--- config.mk ---
export PLATFORM = sky130hd
export DESIGN_NAME = trimmed_mean_timestamp_offset
export DESIGN_NICKNAME = d
export VERILOG_FILES = /design/src/sv/tmto_pkg.sv /design/src/sv/tmto_div.sv /design/src/sv/tmto_dp.sv /design/src/sv/tmto_ctrl.sv /design/src/sv/trimmed_mean_timestamp_offset.sv
export SDC_FILE = /design/constraint.sdc
export NUM_CORES = 2
export LEC_CHECK = 0
export ABC_AREA = 1
export ABC_CLOCK_PERIOD_IN_PS = 15100
export BUFFER_PORTS_ARGS = -buffer_cell sky130_fd_sc_hd__buf_4
export CAP_MARGIN = 20
export CORE_MARGIN = 2
export CORE_UTILIZATION = 63
export CTS_CLUSTER_DIAMETER = 50
export CTS_CLUSTER_SIZE = 40
export DETAILED_ROUTE_END_ITERATION = 8
export HOLD_SLACK_MARGIN = 0.06
export PLACE_DENSITY = 0.81
export SYNTH_ARGS = -nofsm -noshare
export SYNTH_HDL_FRONTEND = slang
export SYNTH_SLANG_ARGS = --single-unit
--- constraint.sdc ---
create_clock -name i_clk -period 15.1 [get_ports i_clk]
set_clock_uncertainty 0.1 [all_clocks]
set_input_delay 0.755 -clock i_clk [delete_from_list [all_inputs] [get_ports i_clk]]
set_output_delay 0.755 -clock i_clk [all_outputs]
set_load 0.01 [all_outputs]
--- src/sv/tmto_pkg.sv ---
// Package for the trimmed-mean timestamp offset block.
// Holds the window size, derived widths, divider selects and the
// controller/datapath command and status structs. No dependencies.
package tmto_pkg;

    localparam int WINDOW     = 10;
    localparam int SLOT_W     = $clog2(WINDOW);
    localparam int STAMP_W    = 32;
    localparam int OFS_W      = STAMP_W + 1;
    localparam int WIN_LOG    = $clog2(WINDOW);
    localparam int SUM_W      = STAMP_W + ((WIN_LOG < 4) ? 4 : WIN_LOG);
    localparam int TRIM_SHIFT = 3;
    localparam int NCH        = 3;
    localparam int DIV_CNT_W  = $clog2(STAMP_W);

    localparam logic [STAMP_W-1:0] UNIT_RESET = STAMP_W'(100000);

    localparam int CH_GPS = 0;
    localparam int CH_NR  = 1;
    localparam int CH_LTE = 2;

    localparam logic [1:0] DSEL_UNIT = 2'd0;
    localparam logic [1:0] DSEL_NR   = 2'd1;
    localparam logic [1:0] DSEL_LTE  = 2'd2;

    typedef struct packed {
        logic       store;
        logic       scan_clr;
        logic       scan_step;
        logic       mean_ld;
        logic       div_start;
        logic [1:0] div_sel;
        logic       unit_ld;
        logic       nr_ld;
        logic       lte_ld;
        logic       out_ld;
    } t_cmd;

    typedef struct packed {
        logic emit;
        logic scan_last;
        logic div_done;
        logic unit_zero;
        logic out_free;
    } t_sts;

endpackage

--- src/sv/tmto_div.sv ---
// Restoring serial divider, one quotient bit per cycle.
// Depends on tmto_pkg for widths.
module tmto_div (
    input  logic                          i_clk,
    input  logic                          i_rst_n,
    input  logic                          i_start,
    input  logic [tmto_pkg::STAMP_W-1:0]  i_dividend,
    input  logic [tmto_pkg::STAMP_W-1:0]  i_divisor,
    output logic                          o_done,
    output logic [tmto_pkg::STAMP_W-1:0]  o_quotient
);

    logic                            r_busy;
    logic [tmto_pkg::DIV_CNT_W-1:0]  r_cnt;
    logic [tmto_pkg::STAMP_W-1:0]    r_rem;
    logic [tmto_pkg::STAMP_W-1:0]    r_quo;
    logic [tmto_pkg::STAMP_W-1:0]    r_dvs;
    logic [tmto_pkg::STAMP_W:0]      shifted;
    logic [tmto_pkg::STAMP_W:0]      trial;
    logic                            fits;

    assign shifted = {r_rem, r_quo[tmto_pkg::STAMP_W-1]};
    assign trial   = shifted - {1'b0, r_dvs};
    assign fits    = (shifted >= {1'b0, r_dvs});

    always_ff @(posedge i_clk) begin
        if (!i_rst_n) begin
            r_busy <= 1'b0;
            r_cnt  <= '0;
            o_done <= 1'b0;
        end else begin
            o_done <= 1'b0;
            if (i_start) begin
                r_busy <= 1'b1;
                r_cnt  <= '0;
            end else if (r_busy) begin
                r_cnt <= r_cnt + 1'b1;
                if (r_cnt == tmto_pkg::DIV_CNT_W'(tmto_pkg::STAMP_W - 1)) begin
                    r_busy <= 1'b0;
                    o_done <= 1'b1;
                end
            end
        end
    end

    always_ff @(posedge i_clk) begin
        if (i_start) begin
            r_rem <= '0;
            r_quo <= i_dividend;
            r_dvs <= i_divisor;
        end else if (r_busy) begin
            r_rem <= fits ? trial[tmto_pkg::STAMP_W-1:0] : shifted[tmto_pkg::STAMP_W-1:0];
            r_quo <= {r_quo[tmto_pkg::STAMP_W-2:0], fits};
        end
    end

    assign o_quotient = r_quo;

endmodule

--- src/sv/tmto_dp.sv ---
// Datapath: sample rings, min/max/sum scan, trimmed means, offsets and
// output register. Depends on tmto_pkg and tmto_div.
module tmto_dp (
    input  logic                          i_clk,
    input  logic                          i_rst_n,
    input  logic                          i_cfg_we,
    input  logic [tmto_pkg::STAMP_W-1:0]  i_cfg_wdata,
    input  logic [tmto_pkg::STAMP_W-1:0]  i_gps_stamp,
    input  logic [tmto_pkg::STAMP_W-1:0]  i_nr_stamp,
    input  logic [tmto_pkg::STAMP_W-1:0]  i_lte_stamp,
    input  tmto_pkg::t_cmd                i_cmd,
    output tmto_pkg::t_sts                o_sts,
    input  logic                          i_out_stall,
    output logic                          o_out_valid,
    output logic [tmto_pkg::STAMP_W-1:0]  o_gps_mean,
    output logic [tmto_pkg::STAMP_W-1:0]  o_nr_mean,
    output logic [tmto_pkg::STAMP_W-1:0]  o_lte_mean,
    output logic signed [tmto_pkg::OFS_W-1:0] o_nr_offset,
    output logic signed [tmto_pkg::OFS_W-1:0] o_lte_offset,
    output logic                          o_zero_unit
);

    localparam int SW = tmto_pkg::STAMP_W;
    localparam int MW = tmto_pkg::SUM_W - tmto_pkg::TRIM_SHIFT;

    logic [SW-1:0]                 r_unit_div;
    logic [SW-1:0]                 r_ring [tmto_pkg::NCH][tmto_pkg::WINDOW];
    logic [tmto_pkg::SLOT_W-1:0]   r_slot;
    logic                          r_seen;
    logic [tmto_pkg::SLOT_W-1:0]   r_idx;
    logic [tmto_pkg::SUM_W-1:0]    r_sum [tmto_pkg::NCH];
    logic [SW-1:0]                 r_min [tmto_pkg::NCH];
    logic [SW-1:0]                 r_max [tmto_pkg::NCH];
    logic [SW-1:0]                 r_mean [tmto_pkg::NCH];
    logic [SW-1:0]                 r_unit;
    logic [SW-1:0]                 r_nr_q;
    logic [SW-1:0]                 r_lte_q;
    logic                          r_out_valid;

    logic [SW-1:0]                 in_stamp [tmto_pkg::NCH];
    logic [SW-1:0]                 rd [tmto_pkg::NCH];
    logic [tmto_pkg::SUM_W-1:0]    trimmed [tmto_pkg::NCH];
    logic [MW-1:0]                 shifted [tmto_pkg::NCH];
    logic [SW-1:0]                 n_mean [tmto_pkg::NCH];
    logic                          nr_neg;
    logic                          lte_neg;
    logic [SW-1:0]                 nr_mag;
    logic [SW-1:0]                 lte_mag;
    logic [SW-1:0]                 div_dvd;
    logic [SW-1:0]                 div_dvs;
    logic                          div_done;
    logic [SW-1:0]                 div_q;
    logic                          udiv_zero;
    logic                          out_free;
    logic [tmto_pkg::OFS_W-1:0]    nr_q_ext;
    logic [tmto_pkg::OFS_W-1:0]    lte_q_ext;

    assign in_stamp[tmto_pkg::CH_GPS] = i_gps_stamp;
    assign in_stamp[tmto_pkg::CH_NR]  = i_nr_stamp;
    assign in_stamp[tmto_pkg::CH_LTE] = i_lte_stamp;

    assign udiv_zero = (r_unit_div == '0);
    assign out_free  = !r_out_valid || !i_out_stall;

    always_ff @(posedge i_clk) begin
        if (!i_rst_n) begin
            r_unit_div <= tmto_pkg::UNIT_RESET;
        end else if (i_cfg_we) begin
            r_unit_div <= i_cfg_wdata;
        end
    end

    always_ff @(posedge i_clk) begin
        if (!i_rst_n) begin
            r_slot <= '0;
            r_seen <= 1'b0;
        end else if (i_cmd.store) begin
            r_seen <= 1'b1;
            r_slot <= (r_slot == tmto_pkg::SLOT_W'(tmto_pkg::WINDOW - 1)) ?
                      '0 : r_slot + 1'b1;
        end
    end

    always_ff @(posedge i_clk) begin
        for (int c = 0; c < tmto_pkg::NCH; c++) begin
            if (i_cmd.store) begin
                r_ring[c][r_slot] <= in_stamp[c];
            end
        end
    end

    // Scan one ring entry per cycle on all three lanes
    always_comb begin
        for (int c = 0; c < tmto_pkg::NCH; c++) begin
            rd[c]      = r_ring[c][r_idx];
            trimmed[c] = r_sum[c] - tmto_pkg::SUM_W'(r_min[c]) - tmto_pkg::SUM_W'(r_max[c]);
            shifted[c] = trimmed[c][tmto_pkg::SUM_W-1:tmto_pkg::TRIM_SHIFT];
            n_mean[c]  = (shifted[c][MW-1:SW] != '0) ? '1 : shifted[c][SW-1:0];
        end
    end

    always_ff @(posedge i_clk) begin
        if (i_cmd.scan_clr) begin
            r_idx <= '0;
            for (int c = 0; c < tmto_pkg::NCH; c++) begin
                r_sum[c] <= '0;
                r_min[c] <= '1;
                r_max[c] <= '0;
            end
        end else if (i_cmd.scan_step) begin
            r_idx <= r_idx + 1'b1;
            for (int c = 0; c < tmto_pkg::NCH; c++) begin
                r_sum[c] <= r_sum[c] + tmto_pkg::SUM_W'(rd[c]);
                if (rd[c] < r_min[c]) r_min[c] <= rd[c];
                if (rd[c] > r_max[c]) r_max[c] <= rd[c];
            end
        end
    end

    always_ff @(posedge i_clk) begin
        if (i_cmd.mean_ld) begin
            for (int c = 0; c < tmto_pkg::NCH; c++) begin
                r_mean[c] <= n_mean[c];
            end
        end
    end

    assign nr_neg  = r_mean[tmto_pkg::CH_NR]  > r_mean[tmto_pkg::CH_GPS];
    assign lte_neg = r_mean[tmto_pkg::CH_LTE] > r_mean[tmto_pkg::CH_GPS];
    assign nr_mag  = nr_neg ? r_mean[tmto_pkg::CH_NR] - r_mean[tmto_pkg::CH_GPS]
                            : r_mean[tmto_pkg::CH_GPS] - r_mean[tmto_pkg::CH_NR];
    assign lte_mag = lte_neg ? r_mean[tmto_pkg::CH_LTE] - r_mean[tmto_pkg::CH_GPS]
                             : r_mean[tmto_pkg::CH_GPS] - r_mean[tmto_pkg::CH_LTE];

    always_comb begin
        unique case (i_cmd.div_sel)
            tmto_pkg::DSEL_NR: begin
                div_dvd = nr_mag;
                div_dvs = r_unit;
            end
            tmto_pkg::DSEL_LTE: begin
                div_dvd = lte_mag;
                div_dvs = r_unit;
            end
            default: begin
                div_dvd = r_mean[tmto_pkg::CH_GPS];
                div_dvs = r_unit_div;
            end
        endcase
    end

    tmto_div u_div (
        .i_clk      (i_clk),
        .i_rst_n    (i_rst_n),
        .i_start    (i_cmd.div_start),
        .i_dividend (div_dvd),
        .i_divisor  (div_dvs),
        .o_done     (div_done),
        .o_quotient (div_q)
    );

    always_ff @(posedge i_clk) begin
        if (i_cmd.unit_ld) r_unit  <= udiv_zero ? '0 : div_q;
        if (i_cmd.nr_ld)   r_nr_q  <= div_q;
        if (i_cmd.lte_ld)  r_lte_q <= div_q;
    end

    assign nr_q_ext  = {1'b0, r_nr_q};
    assign lte_q_ext = {1'b0, r_lte_q};

    // Output register: hold until the transaction completes
    always_ff @(posedge i_clk) begin
        if (!i_rst_n) begin
            r_out_valid <= 1'b0;
        end else if (i_cmd.out_ld) begin
            r_out_valid <= 1'b1;
        end else if (!i_out_stall) begin
            r_out_valid <= 1'b0;
        end
    end

    always_ff @(posedge i_clk) begin
        if (i_cmd.out_ld) begin
            o_gps_mean  <= r_mean[tmto_pkg::CH_GPS];
            o_nr_mean   <= r_mean[tmto_pkg::CH_NR];
            o_lte_mean  <= r_mean[tmto_pkg::CH_LTE];
            o_zero_unit <= (r_unit == '0);
            if (r_unit == '0) begin
                o_nr_offset  <= '0;
                o_lte_offset <= '0;
            end else begin
                o_nr_offset  <= nr_neg  ? -nr_q_ext  : nr_q_ext;
                o_lte_offset <= lte_neg ? -lte_q_ext : lte_q_ext;
            end
        end
    end

    assign o_out_valid = r_out_valid;

    assign o_sts.emit      = (r_slot == '0) && r_seen;
    assign o_sts.scan_last = (r_idx == tmto_pkg::SLOT_W'(tmto_pkg::WINDOW - 1));
    assign o_sts.div_done  = div_done;
    assign o_sts.unit_zero = (r_unit == '0);
    assign o_sts.out_free  = out_free;

endmodule

--- src/sv/tmto_ctrl.sv ---
// Controller state machine: sequences store, scan, means, divisions and
// output load. Depends on tmto_pkg.
module tmto_ctrl (
    input  logic            i_clk,
    input  logic            i_rst_n,
    input  logic            i_in_valid,
    input  logic            i_sample_valid,
    output logic            o_in_stall,
    input  tmto_pkg::t_sts  i_sts,
    output tmto_pkg::t_cmd  o_cmd
);

    localparam logic [3:0] S_IDLE  = 4'd0;
    localparam logic [3:0] S_SCAN  = 4'd1;
    localparam logic [3:0] S_MEAN  = 4'd2;
    localparam logic [3:0] S_UNIT  = 4'd3;
    localparam logic [3:0] S_UWAIT = 4'd4;
    localparam logic [3:0] S_NR    = 4'd5;
    localparam logic [3:0] S_NWAIT = 4'd6;
    localparam logic [3:0] S_LTE   = 4'd7;
    localparam logic [3:0] S_LWAIT = 4'd8;
    localparam logic [3:0] S_DONE  = 4'd9;

    logic [3:0] r_state;
    logic [3:0] n_state;

    always_ff @(posedge i_clk) begin
        if (!i_rst_n) begin
            r_state <= S_IDLE;
        end else begin
            r_state <= n_state;
        end
    end

    assign o_in_stall = (r_state != S_IDLE);

    always_comb begin
        n_state = r_state;
        o_cmd   = '0;
        o_cmd.div_sel = tmto_pkg::DSEL_UNIT;
        unique case (r_state)
            S_IDLE: begin
                if (i_in_valid && i_sample_valid) begin
                    o_cmd.store = 1'b1;
                    if (i_sts.emit) begin
                        o_cmd.scan_clr = 1'b1;
                        n_state = S_SCAN;
                    end
                end
            end
            S_SCAN: begin
                o_cmd.scan_step = 1'b1;
                if (i_sts.scan_last) n_state = S_MEAN;
            end
            S_MEAN: begin
                o_cmd.mean_ld = 1'b1;
                n_state = S_UNIT;
            end
            S_UNIT: begin
                o_cmd.div_start = 1'b1;
                n_state = S_UWAIT;
            end
            S_UWAIT: begin
                if (i_sts.div_done) begin
                    o_cmd.unit_ld = 1'b1;
                    n_state = S_NR;
                end
            end
            S_NR: begin
                o_cmd.div_sel = tmto_pkg::DSEL_NR;
                if (i_sts.unit_zero) begin
                    n_state = S_DONE;
                end else begin
                    o_cmd.div_start = 1'b1;
                    n_state = S_NWAIT;
                end
            end
            S_NWAIT: begin
                o_cmd.div_sel = tmto_pkg::DSEL_NR;
                if (i_sts.div_done) begin
                    o_cmd.nr_ld = 1'b1;
                    n_state = S_LTE;
                end
            end
            S_LTE: begin
                o_cmd.div_sel   = tmto_pkg::DSEL_LTE;
                o_cmd.div_start = 1'b1;
                n_state = S_LWAIT;
            end
            S_LWAIT: begin
                o_cmd.div_sel = tmto_pkg::DSEL_LTE;
                if (i_sts.div_done) begin
                    o_cmd.lte_ld = 1'b1;
                    n_state = S_DONE;
                end
            end
            S_DONE: begin
                if (i_sts.out_free) begin
                    o_cmd.out_ld = 1'b1;
                    n_state = S_IDLE;
                end
            end
            default: begin
                n_state = S_IDLE;
            end
        endcase
    end

endmodule

--- src/sv/trimmed_mean_timestamp_offset.sv ---
// A transaction that completes a window scans the ten-entry ring, then runs three serial
// divisions (unit, NR, LTE; only the unit one for a zero scale unit) on the single shared
// divider; any other transaction does not stall the input. The input stalls until the result
// is loaded into the output register, which frees the input side. Reset (synchronous,
// active low) zeroes the slot and first-sample flag and loads unit_divisor with 100000;
// ring entries are all rewritten before the first result.
module trimmed_mean_timestamp_offset (
    input  logic                                   i_clk,
    input  logic                                   i_rst_n,
    input  logic                                   i_cfg_we,
    input  logic [tmto_pkg::STAMP_W-1:0]           i_cfg_wdata,
    input  logic                                   i_in_valid,
    output logic                                   o_in_stall,
    input  logic                                   i_sample_valid,
    input  logic [tmto_pkg::STAMP_W-1:0]           i_gps_stamp,
    input  logic [tmto_pkg::STAMP_W-1:0]           i_nr_stamp,
    input  logic [tmto_pkg::STAMP_W-1:0]           i_lte_stamp,
    output logic                                   o_out_valid,
    input  logic                                   i_out_stall,
    output logic [tmto_pkg::STAMP_W-1:0]           o_gps_mean,
    output logic [tmto_pkg::STAMP_W-1:0]           o_nr_mean,
    output logic [tmto_pkg::STAMP_W-1:0]           o_lte_mean,
    output logic signed [tmto_pkg::OFS_W-1:0]      o_nr_offset,
    output logic signed [tmto_pkg::OFS_W-1:0]      o_lte_offset,
    output logic                                   o_zero_unit
);

    tmto_pkg::t_cmd cmd;
    tmto_pkg::t_sts sts;

    tmto_ctrl u_ctrl (
        .i_clk          (i_clk),
        .i_rst_n        (i_rst_n),
        .i_in_valid     (i_in_valid),
        .i_sample_valid (i_sample_valid),
        .o_in_stall     (o_in_stall),
        .i_sts          (sts),
        .o_cmd          (cmd)
    );

    tmto_dp u_dp (
        .i_clk        (i_clk),
        .i_rst_n      (i_rst_n),
        .i_cfg_we     (i_cfg_we),
        .i_cfg_wdata  (i_cfg_wdata),
        .i_gps_stamp  (i_gps_stamp),
        .i_nr_stamp   (i_nr_stamp),
        .i_lte_stamp  (i_lte_stamp),
        .i_cmd        (cmd),
        .o_sts        (sts),
        .i_out_stall  (i_out_stall),
        .o_out_valid  (o_out_valid),
        .o_gps_mean   (o_gps_mean),
        .o_nr_mean    (o_nr_mean),
        .o_lte_mean   (o_lte_mean),
        .o_nr_offset  (o_nr_offset),
        .o_lte_offset (o_lte_offset),
        .o_zero_unit  (o_zero_unit)
    );

endmodule

==> out/metrics.csv <==
metric,value,unit
cts_buffers,152,
peakVddDrop,161,uV
final_core_utilization,70.9,%
fin_tns_setup,0,ps
rsz0062_at_grt,no,
grt_max_degree,218,
p_int,11.3,mW
path_max_fanout,94,
clockRootBuffer,clkbuf_16,
worst_pin_slew,1110,ps
io_pins,299,
ys_warn_count,0,
nNetsFinal,11000,
synth_edf_count,1679,
synthCells,9892,
clk_path_buf_depth,3,
n_fill_cell,10900,
power_density,196,nW/um^2
p_clk_share,20.8,%
grt_pass1_wl,428000,um
max_cap_violations,0,
syn_area,95300,sq um
via_count,76000,
yosysSeqAreaShare,54.7,%
cp_data_arrival_time,7820,ps
power.share.switching,45.7,%
viasPerCell,6.15,
fmax,135,MHz
initial_utilization,63.6,%
fin_cells,12400,
synthArstFlopShare,0,%
clock_sinks,1764,
track_usage,36.6,%
dieArea,154000,sq um
grt_overflow,0,
cts_tree,done,
clk_latency,850,ps
place_area,99500,sq um
cts_resized,0,
p_sw,9.52,mW
clkTransAtPathRegs,90,ps
synth_fp_nets,10700,
die_h,393,um
rows,142,
finalHoldViolCount,0,
crit_type,flip-flop to flip-flop,
postLayoutCellArea,106000,sq um
status,"complete, but fails checks",
post-route-min-period,7390,ps
max-slew-margin-rel,25.7,%
syn2layout_area_growth,11.5,%
die_x,393,um
synth-main-ff-cell,edfxtp_1,
worst_setup_path_end_kind,flip-flop,
grt_pass1_vias,72800,
seq_power_share,29.7,%
synth_cell_types,61,
period_share,48.9,%
violations,design-rule violations,
first_pass_iters,9,
setup_violations,0,
cp-start-kind,flip-flop,
p_comb_share,49.5,%
coreArea,150000,sq um
pre_cts_slack,7930,ps
ys_ff_latch,1764,
hpwl,200000,um
p_leak,43.3,nW
layout_setup_ws,7710,ps
drive_above_1_share,6.93,%
finalMaxSlewViolations,0,
dpl.cell_count,12000,
wl_per_cell,23.2,um
place_congestion,1.04,
ant_nets,0,
antenna_found_initial,14,
drc,2,
port_buffers,298,
finalWirelength,286000,um
htree_levels,4,
drt_iter0_markers,8924,
synth_area_per_cell,9.64,sq um
hold_path_class,primary input to flip-flop,
cp.required,15530,ps
==> power by group through the flow <==
stage	Clock [mW]	Sequential (mW)	Combinational [mW]
3_3_place_gp	0	6.28	9.63
2_1_floorplan	0	6.19	7.00
6_report	4.34	6.19	10.3
3_5_place_dp	0	6.29	9.91
5_1_grt	4.54	6.22	11.3
4_1_cts	4.35	6.18	10.0
==> cell usage in the layout (no fill, tap or decap), types with 38 or more instances in the layout <==
master         Yosys  routed
o221ai_1         164     164
clkbuf_16          0     154
dfxtp_1           85      82
edfxtp_1        1679    1679
nand2_1         2033    2031
o21a_1            59      59
xnor2_1           73      73
o211ai_1          68      68
nand4_1           56      56
fa_1             101     101
dlygate4sd3_1      0     104
inv_1           1168    1166
nand3_1          366     365
o21ai_1           49      49
buf_4              9     372
a21o_1            40      40
a21oi_1          713     712
a31oi_1           44      44
xor2_1           134     132
nor2_1          1038    1025
nor4_1            40      38
nor3_1            76      74
o21ai_0          838     838
ha_1             551     550
==> sequential cells by signal, summed over array words and instances, names as in the netlist, 32 cells and up <==
name	count
u_dp.r_mean	96
u_dp.u_div.r_dvs	32
u_dp.r_unit_div	32
u_dp.r_ring	960
u_dp.r_unit	32
u_dp.r_sum	108
u_dp.r_max	96
u_dp.r_min	96
u_dp.o_lte_mean	32
u_dp.r_nr_q	32
u_dp.u_div.r_rem	32
u_dp.o_gps_mean	32
u_dp.o_nr_mean	32
u_dp.o_lte_offset	33
u_dp.o_nr_offset	33
u_dp.r_lte_q	32
u_dp.u_div.o_quotient	32
==> repair_timing <==
item | CTS | global route
hold endpoints to repair | 859 | 0
setup buffers | 0 | 0
hold buffers | 104 | 0
==> through the flow <==
stage	total power [mW]	hold slack [ps]
floorplan	13.2	326
global placement	15.9	340
CTS	20.6	65.9
detailed placement	16.2	335
global route	22.1	77.4
finish	20.8	96.1
==> routing by layer <==
layer  GRT usage (%)  share of wire (%)  vias up
li1                -                  -    34700
met1            46.6                 37    36000
met2            59.8                 47     4491
met3            6.59                 11      849
met4            19.4                5.8        6
met5               0              0.014        -
==> cell usage after synthesis, types with 6 or more instances <==
cell type	n	share of area, %
buf_4	9	0.071
o21ai_0	838	4.4
nand3b_1	22	0.17
o2111ai_1	6	0.055
nor2_1	1038	4.1
buf_2	47	0.25
o21bai_1	26	0.20
nand3_1	366	1.9
o21ai_1	49	0.26
a21boi_0	9	0.071
o221ai_1	164	1.5
edfxtp_1	1679	53
xnor2_1	73	0.67
nand4_1	56	0.37
and3_1	6	0.039
nand2_1	2033	8.0
o211ai_1	68	0.54
inv_1	1168	4.6
or2_2	10	0.066
o21a_1	59	0.46
buf_6	6	0.071
xor2_1	134	1.2
a21oi_1	713	3.7
fa_1	101	2.1
a31oi_1	44	0.29
o31ai_1	6	0.047
a21o_1	40	0.32
ha_1	551	7.2
clkbuf_1	223	0.88
o22ai_1	35	0.23
a211oi_1	18	0.14
dfxtp_1	85	1.8
o221a_2	7	0.083
buf_1	34	0.13
inv_2	7	0.028
nor3_1	76	0.40
nor4_1	40	0.26
==> cell families (layout without fill, tap and decap cells) <==
group | count (synthesis) | in the layout | share of synthesized area [%]
AO/OA/AOI/OAI | 2103 | 2103 | 12.5
flip-flops | 1764 | 1764 | 54.7
buffers and inverters | 1500 | 1937 | 6.06
adder cells (fa/ha/maj) | 652 | 652 | 9.35
other | 0 | 12 | 0
XOR/XNOR | 207 | 207 | 1.90
AND/OR/NAND/NOR | 3666 | 3666 | 15.5
==> path summary, 6_finish.rpt <==
check,cells after the start,slack (ps),startpoint,end
max reg2reg,19,7710,u_dp.r_idx[0],u_dp.r_min[0][51]
min reg2reg,0,330,u_dp.r_mean[0][31],u_dp.o_gps_mean[31]
max,19,7710,u_dp.r_idx[0],u_dp.r_min[0][51]
min,1,100,i_nr_stamp[31],u_dp.r_ring[0][383]
==> layout make-up <==
cell class              instances  area [sq um]  area share, %
inverters                    1176          4430           4.17
repair buffers                480          3900           3.67
clock buffers                 161          3880           3.65
well taps                    2016          2520           2.37
flip-flops and latches       1764         52100           49.0
diodes                         12          30.0         0.0283
clock inverters               120          1800           1.69
multi-input cells            6628         37600           35.4
==> worst max-delay path, cell delays in order, from the launching register on <==
cell and delay (ps):
dfxtp_4 740, buf_4 870, buf_4 720, buf_4 690
o21ai_0 200, o221ai_1 240, nand3_1 110, nand2_1 300
ha_1 310, nand2_1 60, inv_1 60, nand3_1 60
a31oi_1 60, a2111oi_0 620, nand2_1 160, nand2_1 120
nand2_1 180, nand3_4 410, buf_4 680, nand2_1 150
No activity file was read; power rests on OpenSTA's default activity.
